--- src/pwbs_pkg.sv ---
package pwbs_pkg;

    localparam int WORD_W        = 24;
    localparam int FRAC_BITS_DEF = 12;
    localparam int MID_DEPTH_DEF = 4;
    localparam int OUT_DEPTH     = 2;
    localparam int CFG_W         = 16;
    localparam int CFG_IDX_W     = 2;
    localparam int GRAVITY_W     = 16;
    localparam int REST_W        = 9;
    localparam int BOUND_W       = 11;
    localparam int SPLIT_W       = 16;

    localparam logic [GRAVITY_W-1:0] GRAVITY_RST = 16'd669;
    localparam logic [REST_W-1:0]    REST_RST    = 9'd218;
    localparam logic [BOUND_W-1:0]   RIGHT_RST   = 11'd640;
    localparam logic [BOUND_W-1:0]   BOTTOM_RST  = 11'd480;

    // 0.99 in Q0.16
    localparam logic [15:0] SHRINK_Q16 = 16'd64881;

    localparam logic signed [47:0] SAT_HI = 48'sd8388607;
    localparam logic signed [47:0] SAT_LO = -48'sd8388608;

    typedef enum logic [CFG_IDX_W-1:0] {
        REG_GRAVITY     = 2'd0,
        REG_RESTITUTION = 2'd1,
        REG_RIGHT       = 2'd2,
        REG_BOTTOM      = 2'd3
    } cfg_reg_t;

    typedef enum logic [1:0] {
        HIT_NONE   = 2'd0,
        HIT_LEFT   = 2'd1,
        HIT_RIGHT  = 2'd2,
        HIT_BOTTOM = 2'd3
    } hit_t;

    typedef logic [WORD_W-1:0] word_t;

    // vy holds the velocity with gravity already added
    typedef struct packed {
        word_t px;
        word_t py;
        word_t vx;
        word_t vy;
        word_t x1;
        word_t y1;
        hit_t  hit;
    } item_t;

    typedef struct packed {
        item_t item;
        word_t over;
        word_t den;
    } job_t;

    typedef struct packed {
        item_t item;
        word_t nvx;
        word_t nvy;
        word_t ad;
        logic  qi1;
        logic  qi2;
        logic  opp;
        logic  dzero;
    } carry_t;

    typedef struct packed {
        word_t new_x;
        word_t new_y;
        word_t new_vx;
        word_t new_vy;
        word_t prev_x;
        word_t prev_y;
        hit_t  wall_hit;
        logic  time_clamped;
    } res_t;

    function automatic word_t sat_word(input logic signed [47:0] v);
        word_t r;
        if (v > SAT_HI) begin
            r = SAT_HI[WORD_W-1:0];
        end
        else if (v < SAT_LO) begin
            r = SAT_LO[WORD_W-1:0];
        end
        else begin
            r = v[WORD_W-1:0];
        end
        return r;
    endfunction

endpackage

--- src/pwbs_front.sv ---
module pwbs_front #(
    parameter int FRAC_BITS = pwbs_pkg::FRAC_BITS_DEF
) (
    input  logic                                 clk,
    input  logic                                 rst_n,
    input  logic                                 push,
    output logic                                 full,
    input  logic signed [pwbs_pkg::WORD_W-1:0]   pos_x,
    input  logic signed [pwbs_pkg::WORD_W-1:0]   pos_y,
    input  logic signed [pwbs_pkg::WORD_W-1:0]   vel_x,
    input  logic signed [pwbs_pkg::WORD_W-1:0]   vel_y,
    input  logic [pwbs_pkg::GRAVITY_W-1:0]       gravity,
    input  logic [pwbs_pkg::BOUND_W-1:0]         right_bound,
    input  logic [pwbs_pkg::BOUND_W-1:0]         bottom_bound,
    output logic                                 job_valid,
    output pwbs_pkg::job_t                       job,
    input  logic                                 job_full
);

    localparam int WW = pwbs_pkg::WORD_W;
    localparam int BW = pwbs_pkg::BOUND_W;
    localparam int CW = (FRAC_BITS + BW + 1 > WW + 1) ? FRAC_BITS + BW + 1 : WW + 1;

    logic adv;
    logic a_vld_reg, b_vld_reg;

    pwbs_pkg::word_t a_px_reg, a_py_reg, a_vx_reg, a_vy_reg, a_x1_reg;
    pwbs_pkg::word_t a_vy_next, a_x1_next;
    pwbs_pkg::job_t  b_job_reg, b_job_next;

    logic signed [WW+1:0]  vy_sum;
    logic signed [WW:0]    x_sum;
    logic signed [WW:0]    y_sum;
    pwbs_pkg::word_t       y1;
    logic signed [CW-1:0]  x1_w, y1_w, rb_w, bb_w, over_r, over_b;

    // hold both stages while stage B holds a job and the queue ahead is full
    assign adv       = !(b_vld_reg && job_full);
    assign full      = !adv;
    assign job_valid = b_vld_reg;
    assign job       = b_job_reg;

    assign vy_sum    = (WW+2)'(vel_y) + (WW+2)'($signed({1'b0, gravity}));
    assign x_sum     = (WW+1)'(pos_x) + (WW+1)'(vel_x);
    assign a_vy_next = pwbs_pkg::sat_word(48'(vy_sum));
    assign a_x1_next = pwbs_pkg::sat_word(48'(x_sum));

    assign y_sum  = (WW+1)'($signed(a_py_reg)) + (WW+1)'($signed(a_vy_reg));
    assign y1     = pwbs_pkg::sat_word(48'(y_sum));
    assign x1_w   = CW'($signed(a_x1_reg));
    assign y1_w   = CW'($signed(y1));
    assign rb_w   = CW'($signed({1'b0, right_bound, {FRAC_BITS{1'b0}}}));
    assign bb_w   = CW'($signed({1'b0, bottom_bound, {FRAC_BITS{1'b0}}}));
    assign over_r = x1_w - rb_w;
    assign over_b = y1_w - bb_w;

    always_comb
    begin
        b_job_next.item.px  = a_px_reg;
        b_job_next.item.py  = a_py_reg;
        b_job_next.item.vx  = a_vx_reg;
        b_job_next.item.vy  = a_vy_reg;
        b_job_next.item.x1  = a_x1_reg;
        b_job_next.item.y1  = y1;
        b_job_next.item.hit = pwbs_pkg::HIT_NONE;
        b_job_next.over     = '0;
        b_job_next.den      = '0;
        // left wall wins over right, right over the floor
        if (x1_w < 0)
        begin
            b_job_next.item.hit = pwbs_pkg::HIT_LEFT;
            b_job_next.over     = a_x1_reg;
            b_job_next.den      = a_vx_reg;
        end
        else if (x1_w > rb_w)
        begin
            b_job_next.item.hit = pwbs_pkg::HIT_RIGHT;
            b_job_next.over     = over_r[WW-1:0];
            b_job_next.den      = a_vx_reg;
        end
        else if (y1_w > bb_w)
        begin
            b_job_next.item.hit = pwbs_pkg::HIT_BOTTOM;
            b_job_next.over     = over_b[WW-1:0];
            b_job_next.den      = a_vy_reg;
        end
    end

    always_ff @(posedge clk or negedge rst_n)
    begin
        if (!rst_n)
        begin
            a_vld_reg <= 1'b0;
            b_vld_reg <= 1'b0;
        end
        else if (adv)
        begin
            a_vld_reg <= push;
            b_vld_reg <= a_vld_reg;
        end
    end

    always_ff @(posedge clk)
    begin
        if (adv && push)
        begin
            a_px_reg <= pos_x;
            a_py_reg <= pos_y;
            a_vx_reg <= vel_x;
            a_vy_reg <= a_vy_next;
            a_x1_reg <= a_x1_next;
        end
        if (adv && a_vld_reg)
        begin
            b_job_reg <= b_job_next;
        end
    end

endmodule

--- config.mk ---
export PLATFORM = sky130hd
export DESIGN_NAME = pwbs_front
export DESIGN_NICKNAME = d
export VERILOG_FILES = /design/src/pwbs_pkg.sv /design/src/pwbs_front.sv
export SDC_FILE = /design/constraint.sdc
export NUM_CORES = 1
export LEC_CHECK = 0
export BUFFER_PORTS_ARGS = -buffer_cell sky130_fd_sc_hd__buf_2
export CAP_MARGIN = 20
export CORE_MARGIN = 3
export CORE_UTILIZATION = 50
export DETAILED_ROUTE_END_ITERATION = 12
export PLACE_DENSITY_LB_ADDON = 0.1
export SETUP_SLACK_MARGIN = 0.5
export SYNTH_ARGS = -nofsm -noshare
export SYNTH_HDL_FRONTEND = slang
export SYNTH_SLANG_ARGS = --single-unit
--- constraint.sdc ---
create_clock -name clk -period 5.7 [get_ports clk]
set_input_delay 0.285 -clock clk [delete_from_list [all_inputs] [get_ports clk]]
set_output_delay 0.285 -clock clk [all_outputs]
set_load 0.03 [all_outputs]
==> flow_metrics.env <==
export IMPL_drcViolationCount=0
export IMPL_fin_area_sq_um=19200
export IMPL_hold_path_cell_count=1
export IMPL_layout_area_overhead_vs_synth_pct=26.3
export IMPL_largest_register_ffs=194
export IMPL_path_common_cell="a21o_1"
export IMPL_grt_max_degree=102
export IMPL_io_buffers=333
export IMPL_die_w_microns=181
export IMPL_final_setup_viol_count=0
export IMPL_syn_num_nets=1372
export IMPL_syn_inst=1143
export IMPL_core_sq_um=29800
export IMPL_detailedPlace_worstSlack_ns=0.191
export IMPL_gp_congestion=0.901
export IMPL_drt_initial_drc_count=731
export IMPL_hp_class="input port to flip-flop"
export IMPL_crit_arrival_ns=5.21
export IMPL_crit_path_top_delay_cell="edfxtp_1"
export IMPL_synth_area_sq_um=15200
export IMPL_ios=334
export IMPL_tritoncts="built"
export IMPL_grt_busiest_layer="met2"
export IMPL_rows=63
export IMPL_rrSetupSlack_ns=0.71
export IMPL_grt_pass1_vias=10800
export IMPL_gr_total_overflow=0
export IMPL_fin_crit_ns=4.99
export IMPL_synth_seq_area_share_pct=62.3
export IMPL_cts_sinks=316
export IMPL_tns_ns=0
export IMPL_cts_htree_levels=2
export IMPL_final_util_pct=64.5
export IMPL_path_class="flip-flop to flip-flop"
export IMPL_regArea_sq_um=9480
export IMPL_grt_util_met2_pct=39.4
export IMPL_dp_hpwl_microns=30400
export IMPL_synth_compound_area_share_pct=13.6
export IMPL_status="complete, no violations"
export IMPL_hold_path_endpoint="a_px_reg[1]$_DFFE_PP_"
export IMPL_powerDensity_nw_per_um2=372
export IMPL_critPathMaxFanout=25
export IMPL_synth_edf_count=314
export IMPL_slew_viol_final=0
export IMPL_power_leakage_nw=7.83
export IMPL_dr_pass1_iters=5
export IMPL_ir_drop_mv=0.337
export IMPL_cp_required_ns=5.92
export IMPL_crit_chain="ha_1 -> a21o_1 -> a21oi_1 -> a21oi_2 -> o21bai_1 -> a21oi_1 -> o31ai_2 -> buf_4 -> mux2i_2 -> buf_4 -> o21ai_1 -> ha_1 -> a21o_1 -> a21o_1 -> a211oi_2 -> nor3b_2 -> o311ai_1 -> a31o_2 -> clkbuf_16 -> o41ai_2"
export IMPL_cts_root_buffer="clkbuf_16"
export IMPL_synthMuxAreaShare_pct=0.427
export IMPL_totalWireLength_microns=41100
export IMPL_via_count=10900
export IMPL_clk_latency_ns=0.51
export IMPL_fin_skew_ns=0.0142
export IMPL_synth_async_reset_ratio_pct=0.633
export IMPL_dpl_cell_area_sq_um=17300
export IMPL_endpoint_kind="flip-flop"
export IMPL_reg2reg_from="a_py_reg[3]$_DFFE_PP_"
export IMPL_synth_avg_cell_area_sq_um=13.3
export IMPL_r2r_cells=20
export IMPL_fmax_mhz=201
export IMPL_worst_slew_pin_transition_ns=0.971
export IMPL_drt_antenna_violating_nets=0
export IMPL_ys_warn_count=0
export IMPL_antennaDiodeCount=0
export IMPL_hp_start="pos_x[1]"
export IMPL_fin_crit_sh_pct=87.5
export IMPL_fill_cells=2346
export IMPL_antenna_found_initial=0
export IMPL_start_util_pct=51.1
export IMPL_final_nets=1804
export IMPL_synthAdderAreaFrac_pct=9.40
export IMPL_rsz0062_at_grt="false"
export IMPL_setup_slack_ns=0.714
export IMPL_cap_violations=0
export IMPL_slowest_delay_ns=0.41
export IMPL_synth_seq_cells=316
export IMPL_final_hold_viol_count=0
export IMPL_dieArea_sq_um=32600
export IMPL_startpoint_type="flip-flop"
export IMPL_synth_top_family_by_area="compound AO/OA/AOI/OAI gates"
export IMPL_routed_via_density=5.47
export IMPL_slew_headroom_pct=35.3
export IMPL_grt_use_met3_pct=5.35
export IMPL_grt_use_met1_pct=33.8
export IMPL_synth_xor_area_share_pct=3.90
export IMPL_clockBufferDepth=3
export IMPL_ys_types=78
export IMPL_final_layout_size_suffix_gt1_share_pct=29.1
export IMPL_die_h_microns=181
export IMPL_multi_input_area_sq_um=5440
export IMPL_post_drt_wl_per_cell_microns=20.7
export IMPL_r2r_end="job[36]$_DFFE_PP_"
export IMPL_synthFlopType="edfxtp_1"
export IMPL_cts_buffers=34
export IMPL_p_total_mw=7.16
export IMPL_clk_pin_slew_ns=0.06
export IMPL_yosys_area_share_simple_pct=7.93
export IMPL_track_usage_pct=24.7
export IMPL_grt_pass1_wl_microns=62400
-- cell usage in the layout (no fill, tap or decap), types with 10 or more instances in the layout --
cell           Yosys  final
a211oi_1          13     11
a21o_1            28     28
a21oi_1           70     68
buf_2              7    333
buf_4              4     18
clkbuf_16          0     35
dlygate4sd3_1      0     72
edfxtp_1         314    314
ha_1              86     86
inv_1             59     59
maj3_2            20     20
nand2_1          112    110
nand4_1           11     11
nor2_1            48     48
nor2b_1           14     14
nor3_1            10     10
o21a_1            16     16
o21ai_0           67     61
o21ai_1            7     13
o31ai_1           22     20
xnor2_1           37     37
xor2_1            29     29
-- synth_stat cells, types with 7 or more instances --
library cell	n	area [sq um]
a21oi_1	70	350
o211ai_1	7	52.6
nand4_1	11	68.8
inv_1	59	221
edfxtp_1	314	9430
nor4_1	8	50.1
o21bai_1	9	67.6
xnor2_1	37	324
o21a_1	16	120
o21ai_0	67	335
ha_1	86	1080
nand2b_1	7	43.8
nor2b_1	14	87.6
nor3_1	10	50.1
a211oi_1	13	97.6
clkbuf_1	15	56.3
buf_2	7	35.0
o31ai_1	22	165
nor2_1	48	180
o21ai_1	7	35.0
a21o_1	28	210
xor2_1	29	254
nand3_1	8	40.0
nand2_1	112	420
maj3_2	20	225
-- repair_timing --
| item | in CTS | in global routing |
|---|---|---|
| pin swaps | 0 | 4 |
| buffers inserted | 4 | 4 |
| gates resized for setup | 8 | 14 |
| setup endpoints to repair | 50 | 50 |
| hold buffers | 72 | 0 |
| endpoints found under the hold margin | 73 | 0 |
| cloned | 0 | 1 |
-- layout make-up --
class | count | share of cell area [%]
Sequential cell | 316 | 49.3
Multi-Input combinational cell | 738 | 28.3
Timing Repair Buffer | 426 | 13.5
Clock buffer | 42 | 4.58
Tap cell | 390 | 2.54
Inverter | 59 | 1.15
Clock inverter | 19 | 0.703
-- metrics by stage --
stage,hold WS [ns],cells
2_1_floorplan,-0.0106,1143
3_3_place_gp,0.0720,1848
3_5_place_dp,0.0744,1848
4_1_cts,0.0211,1985
5_1_grt,0.0327,1990
6_report,0.0520,1990
-- logic make-up after synthesis --
| logic type | after synthesis |
|---|---|
| AO/OA/AOI/OAI | 296 |
| flip-flops | 316 |
| XOR/XNOR | 67 |
| multiplexers | 6 |
| adder cells (fa/ha/maj) | 114 |
| AND/OR/NAND/NOR | 255 |
| buffers and inverters | 89 |
-- report_power, final --
part	internal [mW]	switching, mW	total (mW)
registers	2.95	0.128	3.07
clock network	1.15	0.882	2.03
logic	0.723	1.33	2.05
-- layer usage --
layer | up-vias | wire length [microns] | part of all wire, %
met2 | 425 | 19200 | 47
li1 | 5204 | - | -
met5 | - | 0 | 0
met1 | 5183 | 17500 | 43
met3 | 80 | 3020 | 7.3
met4 | 0 | 1430 | 3.5
-- worst max-delay path: cells and delay by family (launching register included) --
kind | cells | cell delay, ns
buffers and inverters | 3 | 0.60
AOI/OAI and AO/OA | 13 | 2.47
muxes | 1 | 0.34
DFF | 1 | 0.41
and+or+nand+nor | 1 | 0.09
adders and majority gates | 2 | 0.76
-- worst max path at each step --
| stage | depth (start not counted) | slack (ns) | startpoint | to |
|---|---|---|---|---|
| final | 20 | 0.71 | a_py_reg[3]$_DFFE_PP_ | job[36]$_DFFE_PP_ |
| after global routing | 20 | 0.48 | a_vy_reg[3]$_SDFFCE_PN1P_ | job[36]$_DFFE_PP_ |
| after CTS | 22 | 0.50 | a_vy_reg[0]$_SDFFCE_PN1P_ | job[11]$_DFFE_PP_ |
| after detailed placement | 20 | 0.19 | a_py_reg[3]$_DFFE_PP_ | job[7]$_DFFE_PP_ |
| after global placement | 20 | 0.46 | a_vy_reg[8]$_SDFFCE_PN1P_ | job[42]$_DFFE_PP_ |
| after floorplan | 23 | 0.83 | a_vy_reg[0]$_SDFFCE_PN1P_ | job[44]$_DFFE_PP_ |
Note: power is estimated with default switching activity, not from simulation.
