**src/pwbs_fifo.sv**
```systemverilog
module pwbs_fifo #(
    parameter int WIDTH = 8,
    parameter int DEPTH = 2
) (
    input  logic             clk,
    input  logic             rst_n,
    input  logic             push,
    input  logic [WIDTH-1:0] wdata,
    output logic             full,
    input  logic             pop,
    output logic [WIDTH-1:0] rdata,
    output logic             empty
);

    localparam int PTR_W = (DEPTH > 1) ? $clog2(DEPTH) : 1;
    localparam int CNT_W = $clog2(DEPTH + 1);

    logic [WIDTH-1:0] mem_reg [0:DEPTH-1];
    logic [PTR_W-1:0] wr_ptr_reg, wr_ptr_next;
    logic [PTR_W-1:0] rd_ptr_reg, rd_ptr_next;
    logic [CNT_W-1:0] cnt_reg, cnt_next;
    logic             do_push, do_pop;

    assign full    = (cnt_reg == CNT_W'(DEPTH));
    assign empty   = (cnt_reg == '0);
    assign do_push = push && !full;
    assign do_pop  = pop && !empty;
    assign rdata   = mem_reg[rd_ptr_reg];

    always_comb
    begin
        wr_ptr_next = wr_ptr_reg;
        rd_ptr_next = rd_ptr_reg;
        if (do_push)
        begin
            wr_ptr_next = (wr_ptr_reg == PTR_W'(DEPTH - 1)) ? '0 : wr_ptr_reg + 1'b1;
        end
        if (do_pop)
        begin
            rd_ptr_next = (rd_ptr_reg == PTR_W'(DEPTH - 1)) ? '0 : rd_ptr_reg + 1'b1;
        end
        cnt_next = cnt_reg + CNT_W'(do_push) - CNT_W'(do_pop);
    end

    always_ff @(posedge clk or negedge rst_n)
    begin
        if (!rst_n)
        begin
            wr_ptr_reg <= '0;
            rd_ptr_reg <= '0;
            cnt_reg    <= '0;
        end
        else
        begin
            wr_ptr_reg <= wr_ptr_next;
            rd_ptr_reg <= rd_ptr_next;
            cnt_reg    <= cnt_next;
        end
    end

    always_ff @(posedge clk)
    begin
        if (do_push)
        begin
            mem_reg[wr_ptr_reg] <= wdata;
        end
    end

endmodule

```
**config.mk**
```make
export PLATFORM = sky130hd
export DESIGN_NAME = pwbs_fifo
export DESIGN_NICKNAME = d
export VERILOG_FILES = /design/src/pwbs_fifo.sv
export SDC_FILE = /design/constraint.sdc
export NUM_CORES = 1
export LEC_CHECK = 0
export ABC_AREA = 1
export BUFFER_PORTS_ARGS = -buffer_cell sky130_fd_sc_hd__buf_2
export CAP_MARGIN = 20
export CORE_AREA = 2 2 46 48
export CTS_CLUSTER_SIZE = 12
export DETAILED_ROUTE_END_ITERATION = 10
export DIE_AREA = 0 0 48 50
export GPL_TIMING_DRIVEN = 1
export HOLD_SLACK_MARGIN = 0.03
export PLACE_DENSITY = 0.67
export SLEW_MARGIN = 20
export SYNTH_ARGS = -nofsm -noshare
export SYNTH_HDL_FRONTEND = slang
export SYNTH_SLANG_ARGS = --single-unit
```
**constraint.sdc**
```tcl
create_clock -name clk -period 2.8 [get_ports clk]
set_input_delay 0.14 -clock clk [delete_from_list [all_inputs] [get_ports clk]]
set_output_delay 0.14 -clock clk [all_outputs]
set_load 0.01 [all_outputs]
```
==> results of run 1 <==
==> logic make-up (layout without fill, tap and decap cells) <==
group | after synthesis | in the layout | synth area share, %
AND/OR/NAND/NOR | 41 | 41 | 19.8
flip-flops | 20 | 20 | 70.5
buffers and inverters | 12 | 45 | 6.69
adder cells (fa/ha/maj) | 2 | 2 | 3.04
==> cells in the mapped netlist <==
| cell | number | area (µm²) |
|---|---|---|
| sky130_fd_sc_hd__nand2_1 | 35 | 131 |
| sky130_fd_sc_hd__edfxtp_1 | 16 | 480 |
| sky130_fd_sc_hd__inv_1 | 9 | 33.8 |
| sky130_fd_sc_hd__dfrtp_1 | 4 | 100 |
| sky130_fd_sc_hd__nand3_1 | 3 | 15.0 |
| sky130_fd_sc_hd__ha_1 | 2 | 25.0 |
| sky130_fd_sc_hd__nand2_2 | 2 | 12.5 |
| sky130_fd_sc_hd__buf_6 | 1 | 11.3 |
| sky130_fd_sc_hd__inv_2 | 1 | 3.75 |
| sky130_fd_sc_hd__inv_4 | 1 | 6.26 |
| sky130_fd_sc_hd__nor2_1 | 1 | 3.75 |
==> cell type report <==
class                      instances  area [µm²]
fill                             160         808
clock inverter                     1        30.0
inverter                          11        43.8
clock buffer                       3        22.5
multi-input combinational         43         188
tap                               27        33.8
timing repair buffer              30         195
sequential                        20         581
==> what timing repair did <==
action / CTS / global route
hold buffers: 7 / 2
hold endpoints to repair: 15 / 3
resized for setup: 0 / 0
==> worst max-delay path, cell delays in order (launching register included) <==
cell and delay, ps:
sky130_fd_sc_hd__dfrtp_1 380, sky130_fd_sc_hd__inv_2 50, sky130_fd_sc_hd__nand2_1 110, sky130_fd_sc_hd__nand2_2 80, sky130_fd_sc_hd__nor2_1 530
==> per-stage QoR <==
| step | total power [mW] | cell area [µm²] | hold slack, ps | instances |
|---|---|---|---|---|
| after global placement | 0.814 | 951 | -49.3 | 122 |
| after CTS | 1.07 | 1070 | 31.2 | 133 |
| after detailed placement | 0.829 | 951 | -48.9 | 122 |
| final | 1.05 | 1090 | 94.6 | 135 |
| after global routing | 1.15 | 1090 | 93.4 | 135 |
| after floorplan | 0.709 | 823 | -156 | 75 |
==> how the worst max path moves through the flow <==
stage	to	slack, ps	cells after the start
after detailed placement	mem_reg[1][1]	1280	4
final	mem_reg[1][5]	1300	4
after floorplan	cnt_reg[1]	1500	10
after CTS	mem_reg[1][6]	1270	4
after global placement	mem_reg[1][1]	1380	3
after global routing	mem_reg[1][2]	1150	4
==> where the power goes <==
| group | internal [mW] | switching, mW |
|---|---|---|
| sequential | 0.413 | 0.0475 |
| clock | 0.145 | 0.0854 |
| combinational | 0.137 | 0.224 |
| total | 0.695 | 0.357 |
==> layer usage <==
metal,up-vias,GRT usage (%),share of wire [%]
met1,256,15.4,39
met4,0,9.91,1.9
met2,18,22.9,55
met3,2,2.56,3.9
met5,-,0,0
li1,302,-,-
==> summary.md, run 1 <==
| Metric | Value |
|---|---|
| Outcome | `finished, final reports clean` |
| Number of H-tree levels | `1` |
| Reg-to-reg slack, setup | `around 1300 ps` |
| Commonest non-fill, non-tap cell in the layout | `sky130_fd_sc_hd__nand2_1` |
| Power density of the placed cells | `between 900 and 1000 mW/mm²` |
| Actual slew at the worst max-slew pin | `around 680 ps` |
| Count of nets left with antenna violations after detail routing | `0` |
| Leak | `0.540 nW` |
| Starting density of the core | `~43%` |
| Net Count, Synth | `89` |
| Post-DP HPWL | `~1000 µm` |
| Core area | `between 0.0015 and 0.002 mm²` |
| Clock latency at the later pin of the worst-skew pair | `approximately 300 ps` |
| Max-slew headroom at the worst pin | `between 50 and 60%` |
| Min Tclk post-route | `between 1000 and 1500 ps` |
| Final setup skew | `approximately 11 ps` |
| Synthesized cell area | `slightly above 800 µm²` |
| Number of distinct library cell variants in the gate-level netlist after synthesis | `11` |
| Final period utilization | `between 50% and 60%` |
| Max-slew violation count | `0` |
| R2R depth | `4` |
| Root Buffer | `sky130_fd_sc_hd__clkbuf_4` |
| Final count of hold timing violations | `0` |
| GRT Residual Overflow | `0` |
| Worst supply voltage drop on vdd | `between 0.4 and 0.5 mV` |
| Layout Utilization | `around 57%` |
| Clock tree from TritonCTS | `built` |
| Min-Delay Path Depth | `3` |
| Synthesis Warnings | `0` |
| Max cap viols | `0` |
| R2R Path Start | `cnt_reg[0]` |
| Flip-flop count of the largest register, all copies and words added | `16` |
| Sort of element at the end of the critical path | `flip-flop` |
| Critical setup path kind | `flip-flop to flip-flop` |
| Die Width | `48 µm` |
| Combined global-route utilization of all metal layers | `approximately 14%` |
| Flip-flop and latch count after synthesis | `20` |
| Worst path setup slack after routing | `about 1300 ps` |
| Sum of negative setup slack | `0 ps` |
| Number of buffers created by CTS | `3` |
| Post-layout nets | `123` |
| Largest net degree at the start of global routing | `13` |
| Total die area | `around 0.0024 mm²` |
| Residual DRC | `0` |
| Unrepaired setup endpoints after global routing | `no` |
| Path type of the worst min-delay path | `input port to flip-flop` |
| Vias in the first global route | `roughly 550` |
| Mean routed wirelength per cell | `about 11 µm` |
| Number of violations reported at the end of detailed-routing iteration 0 | `5` |
| Commonest cells after routing, fill and taps aside | `sky130_fd_sc_hd__nand2_1 (35), sky130_fd_sc_hd__buf_2 (21), sky130_fd_sc_hd__edfxtp_1 (16)` |
| Sinks on Clock Net | `20` |
| Buffers inserted by post-CTS timing repair | `0` |
| Startpoint types | `flip-flop` |
| Cell count after synthesis | `between 70 and 80` |
| CP max FO | `8` |
| Final setup violating endpoints | `0` |
| Worst Path Required | `2730 ps` |
| Port Buffer Count | `21` |
| Worst setup startpoint | `cnt_reg[0]` |
| Deepest clock path buffer count | `2` |
| Initial antenna violation count | `0` |
| Worst endpoint data arrival time | `roughly 1400 ps` |
| Global-route wire length before repair | `roughly 2200 µm` |
| Fmax | `~670 MHz` |
| Dpl ws | `1280 ps` |
| Endpoint, Worst Hold | `rd_ptr_reg` |
| Area growth from synthesis to layout | `32.8%` |
| Worst-path clk slew | `~100 ps` |
| FP Rows | `16` |
| Via count of the routed design | `between 500 and 600` |
| Number of search-and-repair iterations in the first detailed-routing pass | `4` |
| Sequential share of the synthesized area | `about 70%` |
| Share of layout cells above drive strength 1 | `a little over a quarter` |
| Worst reg2reg endpoint | `mem_reg[1][5]` |
| Number of antenna cells inserted | `0` |
| Post-synthesis area per instance | `around 11 µm²` |
| Total routed wirelength | `1440 µm` |
| RePlAce Congestion | `about 0.78` |
| I/O Pins | `22` |
| Via/cell ratio | `about 4.3` |
| Start point of the worst min-delay path | `pop` |
| Die height | `50 µm` |
Note: power is estimated with default switching activity, not from simulation.
==> inputs of run 2 (changes only) <==
==> constraint.sdc (replaced) <==
create_clock -name clk -period 1.5 [get_ports clk]
set_input_delay 0.075 -clock clk [delete_from_list [all_inputs] [get_ports clk]]
set_output_delay 0.075 -clock clk [all_outputs]
set_load 0.01 [all_outputs]
==> summary.md, run 2 (same netlist as run 1, synthesis figures left out) <==
| Metric | Value |
|---|---|
| Outcome | `finished, final reports clean (unchanged)` |
| Storage element area | `581 µm² (unchanged)` |
| Sort of element at the end of the critical path | `flip-flop (unchanged)` |
| Die Width | `48 µm (unchanged)` |
| Number of H-tree levels | `1 (unchanged)` |
| Total power | `2.00 mW (was 1.05 mW)` |
| Clock tree from TritonCTS | `built (unchanged)` |
| Post-layout nets | `125 (was 123)` |
| Min-Delay Path Depth | `3 (unchanged)` |
| Max-slew violation count | `0 (unchanged)` |
| Total routed wirelength | `1450 µm (was 1440 µm)` |
| Fmax | `721 MHz (was 669 MHz)` |
| Root Buffer | `sky130_fd_sc_hd__clkbuf_4 (unchanged)` |
| Start point of the worst min-delay path | `push (was pop)` |
| Combined global-route utilization of all metal layers | `13.3% (was 14.0%)` |
| Path type of the worst min-delay path | `input port to flip-flop (unchanged)` |
| RePlAce Congestion | `0.689 (was 0.776)` |
| Vias in the first global route | `523 (was 547)` |
| Sinks on Clock Net | `20 (unchanged)` |
| Reg-to-reg slack, setup | `110 ps (was 1300 ps)` |
| Commonest non-fill, non-tap cell in the layout | `sky130_fd_sc_hd__nand2_1 (unchanged)` |
| Via/cell ratio | `4.29 (was 4.28)` |
| Multi-input combinational cell area | `193 µm² (was 188 µm²)` |
| CP max FO | `3 (was 8)` |
| Worst hold slack across all endpoints | `61.9 ps (was 94.6 ps)` |
| Area growth from synthesis to layout | `35.6% (was 32.8%)` |
| R2R depth | `8 (was 4)` |
| Number of buffers created by CTS | `3 (unchanged)` |
| Commonest cells after routing, fill and taps aside | `sky130_fd_sc_hd__nand2_1 (34), sky130_fd_sc_hd__buf_2 (21), sky130_fd_sc_hd__edfxtp_1 (16) (was sky130_fd_sc_hd__nand2_1 (35), sky130_fd_sc_hd__buf_2 (21), sky130_fd_sc_hd__edfxtp_1 (16))` |
| Number of antenna cells inserted | `0 (unchanged)` |
| Global-route wire length before repair | `2130 µm (was 2240 µm)` |
| Leak | `0.547 nW (was 0.540 nW)` |
| Sum of negative setup slack | `0 ps (unchanged)` |
| Worst endpoint data arrival time | `1580 ps (was 1430 ps)` |
| Max cap viols | `0 (unchanged)` |
| Worst reg2reg endpoint | `cnt_reg[1] (was mem_reg[1][5])` |
| Final-layout fill cell count | `162 (was 160)` |
| Worst supply voltage drop on vdd | `1.04 mV (was 0.440 mV)` |
| Final setup violating endpoints | `0 (unchanged)` |
| Initial antenna violation count | `0 (unchanged)` |
| Critical Path Most Common Cell | `sky130_fd_sc_hd__nand2_1` |
| Min Tclk post-route | `1390 ps (was 1500 ps)` |
| Share of layout cells above drive strength 1 | `30.0% (was 26.9%)` |
| Post-route design area | `0.00112 mm² (was 0.00109 mm²)` |
| Crit path largest cell delay | `420 ps (was 530 ps)` |
| Final period utilization | `92.5% (was 53.4%)` |
| Actual slew at the worst max-slew pin | `369 ps (was 680 ps)` |
| Final count of hold timing violations | `0 (unchanged)` |
| Residual DRC | `0 (unchanged)` |
| Die height | `50 µm (unchanged)` |
| I/O Pins | `22 (unchanged)` |
| Final setup skew | `4.25 ps (was 11.0 ps)` |
| Worst-path clk slew | `110 ps (was 100 ps)` |
| Post-DP HPWL | `921 µm (was 1020 µm)` |
| Power density of the placed cells | `1790 mW/mm² (was 963 mW/mm²)` |
| Clock latency at the later pin of the worst-skew pair | `300 ps (about the same)` |
| Critical Path, Cell by Cell | `nand2_1 -> nand2_2 -> ha_1 -> inv_1 -> ha_2 -> inv_1 -> nand2_1 -> nand2_1 (was inv_2 -> nand2_1 -> nand2_2 -> nor2_1)` |
| Deepest clock path buffer count | `2 (unchanged)` |
| R2R Path Start | `cnt_reg[1] (was cnt_reg[0])` |
| FP Rows | `16 (unchanged)` |
| Max-slew headroom at the worst pin | `75.4% (was 54.5%)` |
| Critical setup path kind | `flip-flop to flip-flop (unchanged)` |
| Buffers inserted by post-CTS timing repair | `0 (unchanged)` |
| Largest net degree at the start of global routing | `13 (unchanged)` |
| Number of search-and-repair iterations in the first detailed-routing pass | `4 (unchanged)` |
| Mean routed wirelength per cell | `10.6 µm (was 10.7 µm)` |
| Starting density of the core | `43.3% (unchanged)` |
| Number of violations reported at the end of detailed-routing iteration 0 | `4 (was 5)` |
| Total placed instance area | `958 µm² (was 951 µm²)` |
| Flip-flop count of the largest register, all copies and words added | `16 (unchanged)` |
| Port Buffer Count | `21 (unchanged)` |
| GRT Residual Overflow | `0 (unchanged)` |
| Startpoint types | `flip-flop (unchanged)` |
| Crit-path slowest cell | `sky130_fd_sc_hd__dfrtp_1 (was sky130_fd_sc_hd__nor2_1)` |
| Endpoint, Worst Hold | `wr_ptr_reg (was rd_ptr_reg)` |
| Worst Path Required | `1690 ps (was 2730 ps)` |
| Core area | `0.00190 mm² (unchanged)` |
| Count of nets left with antenna violations after detail routing | `0 (unchanged)` |
| Total die area | `0.00240 mm² (unchanged)` |
| Layout Utilization | `58.7% (was 57.5%)` |
| Via count of the routed design | `588 (was 578)` |
run 2: power by group:
group / total, mW / switching [mW] / internal, mW
combinational: 0.704 / 0.427 / 0.277
sequential: 0.862 / 0.0919 / 0.770
clock: 0.433 / 0.164 / 0.270
run 2: cell type report:
cell class                      instances  share of cell area, %
Clock buffer                            3                   2.02
Timing Repair Buffer                   32                   19.1
Multi-Input combinational cell         43                   17.3
Tap cell                               27                   3.03
Clock inverter                          1                   2.69
Sequential cell                        20                   52.0
Inverter                               11                   3.92
run 2: timing repair:
action / in CTS / in global routing
hold endpoints to repair: 21 / 0
gates resized for setup: 0 / 3
endpoints found under the setup margin: 0 / 1
hold buffers: 10 / 0
run 2: metal layers:
| layer | GRT usage (%) | wire length [µm] | share of wire, % |
|---|---|---|---|
| met2 | 22.7 | 721 | 50 |
| met1 | 13.7 | 659 | 46 |
| met5 | 0 | 0 | 0 |
| met4 | 9.46 | 27 | 1.9 |
| met3 | 2.20 | 40 | 2.8 |
run 2: metrics by stage:
| stage | std cells | worst slack (ps) |
|---|---|---|
| after global placement | 123 | 157 |
| after detailed placement | 123 | 113 |
| after global routing | 137 | -2.49 |
| final | 137 | 113 |
| after CTS | 137 | 89.8 |
| after floorplan | 75 | 196 |
run 2: critical path, delay by kind of cell (launching register included):
family | cells | cell delay [ps]
adders and majority gates | 2 | 450
and+or+nand+nor | 4 | 320
DFF | 1 | 420
buffers and inverters | 2 | 100
run 2: worst max-delay path by stage:
| stage | from | to | slack (ps) |
|---|---|---|---|
| final | cnt_reg[1] | cnt_reg[1] | 110 |
| after global routing | cnt_reg[0] | cnt_reg[1] | -2 |
| after detailed placement | cnt_reg[1] | cnt_reg[1] | 110 |
| after global placement | cnt_reg[1] | cnt_reg[1] | 160 |
| after CTS | cnt_reg[1] | cnt_reg[1] | 90 |
| after floorplan | cnt_reg[1] | cnt_reg[1] | 200 |
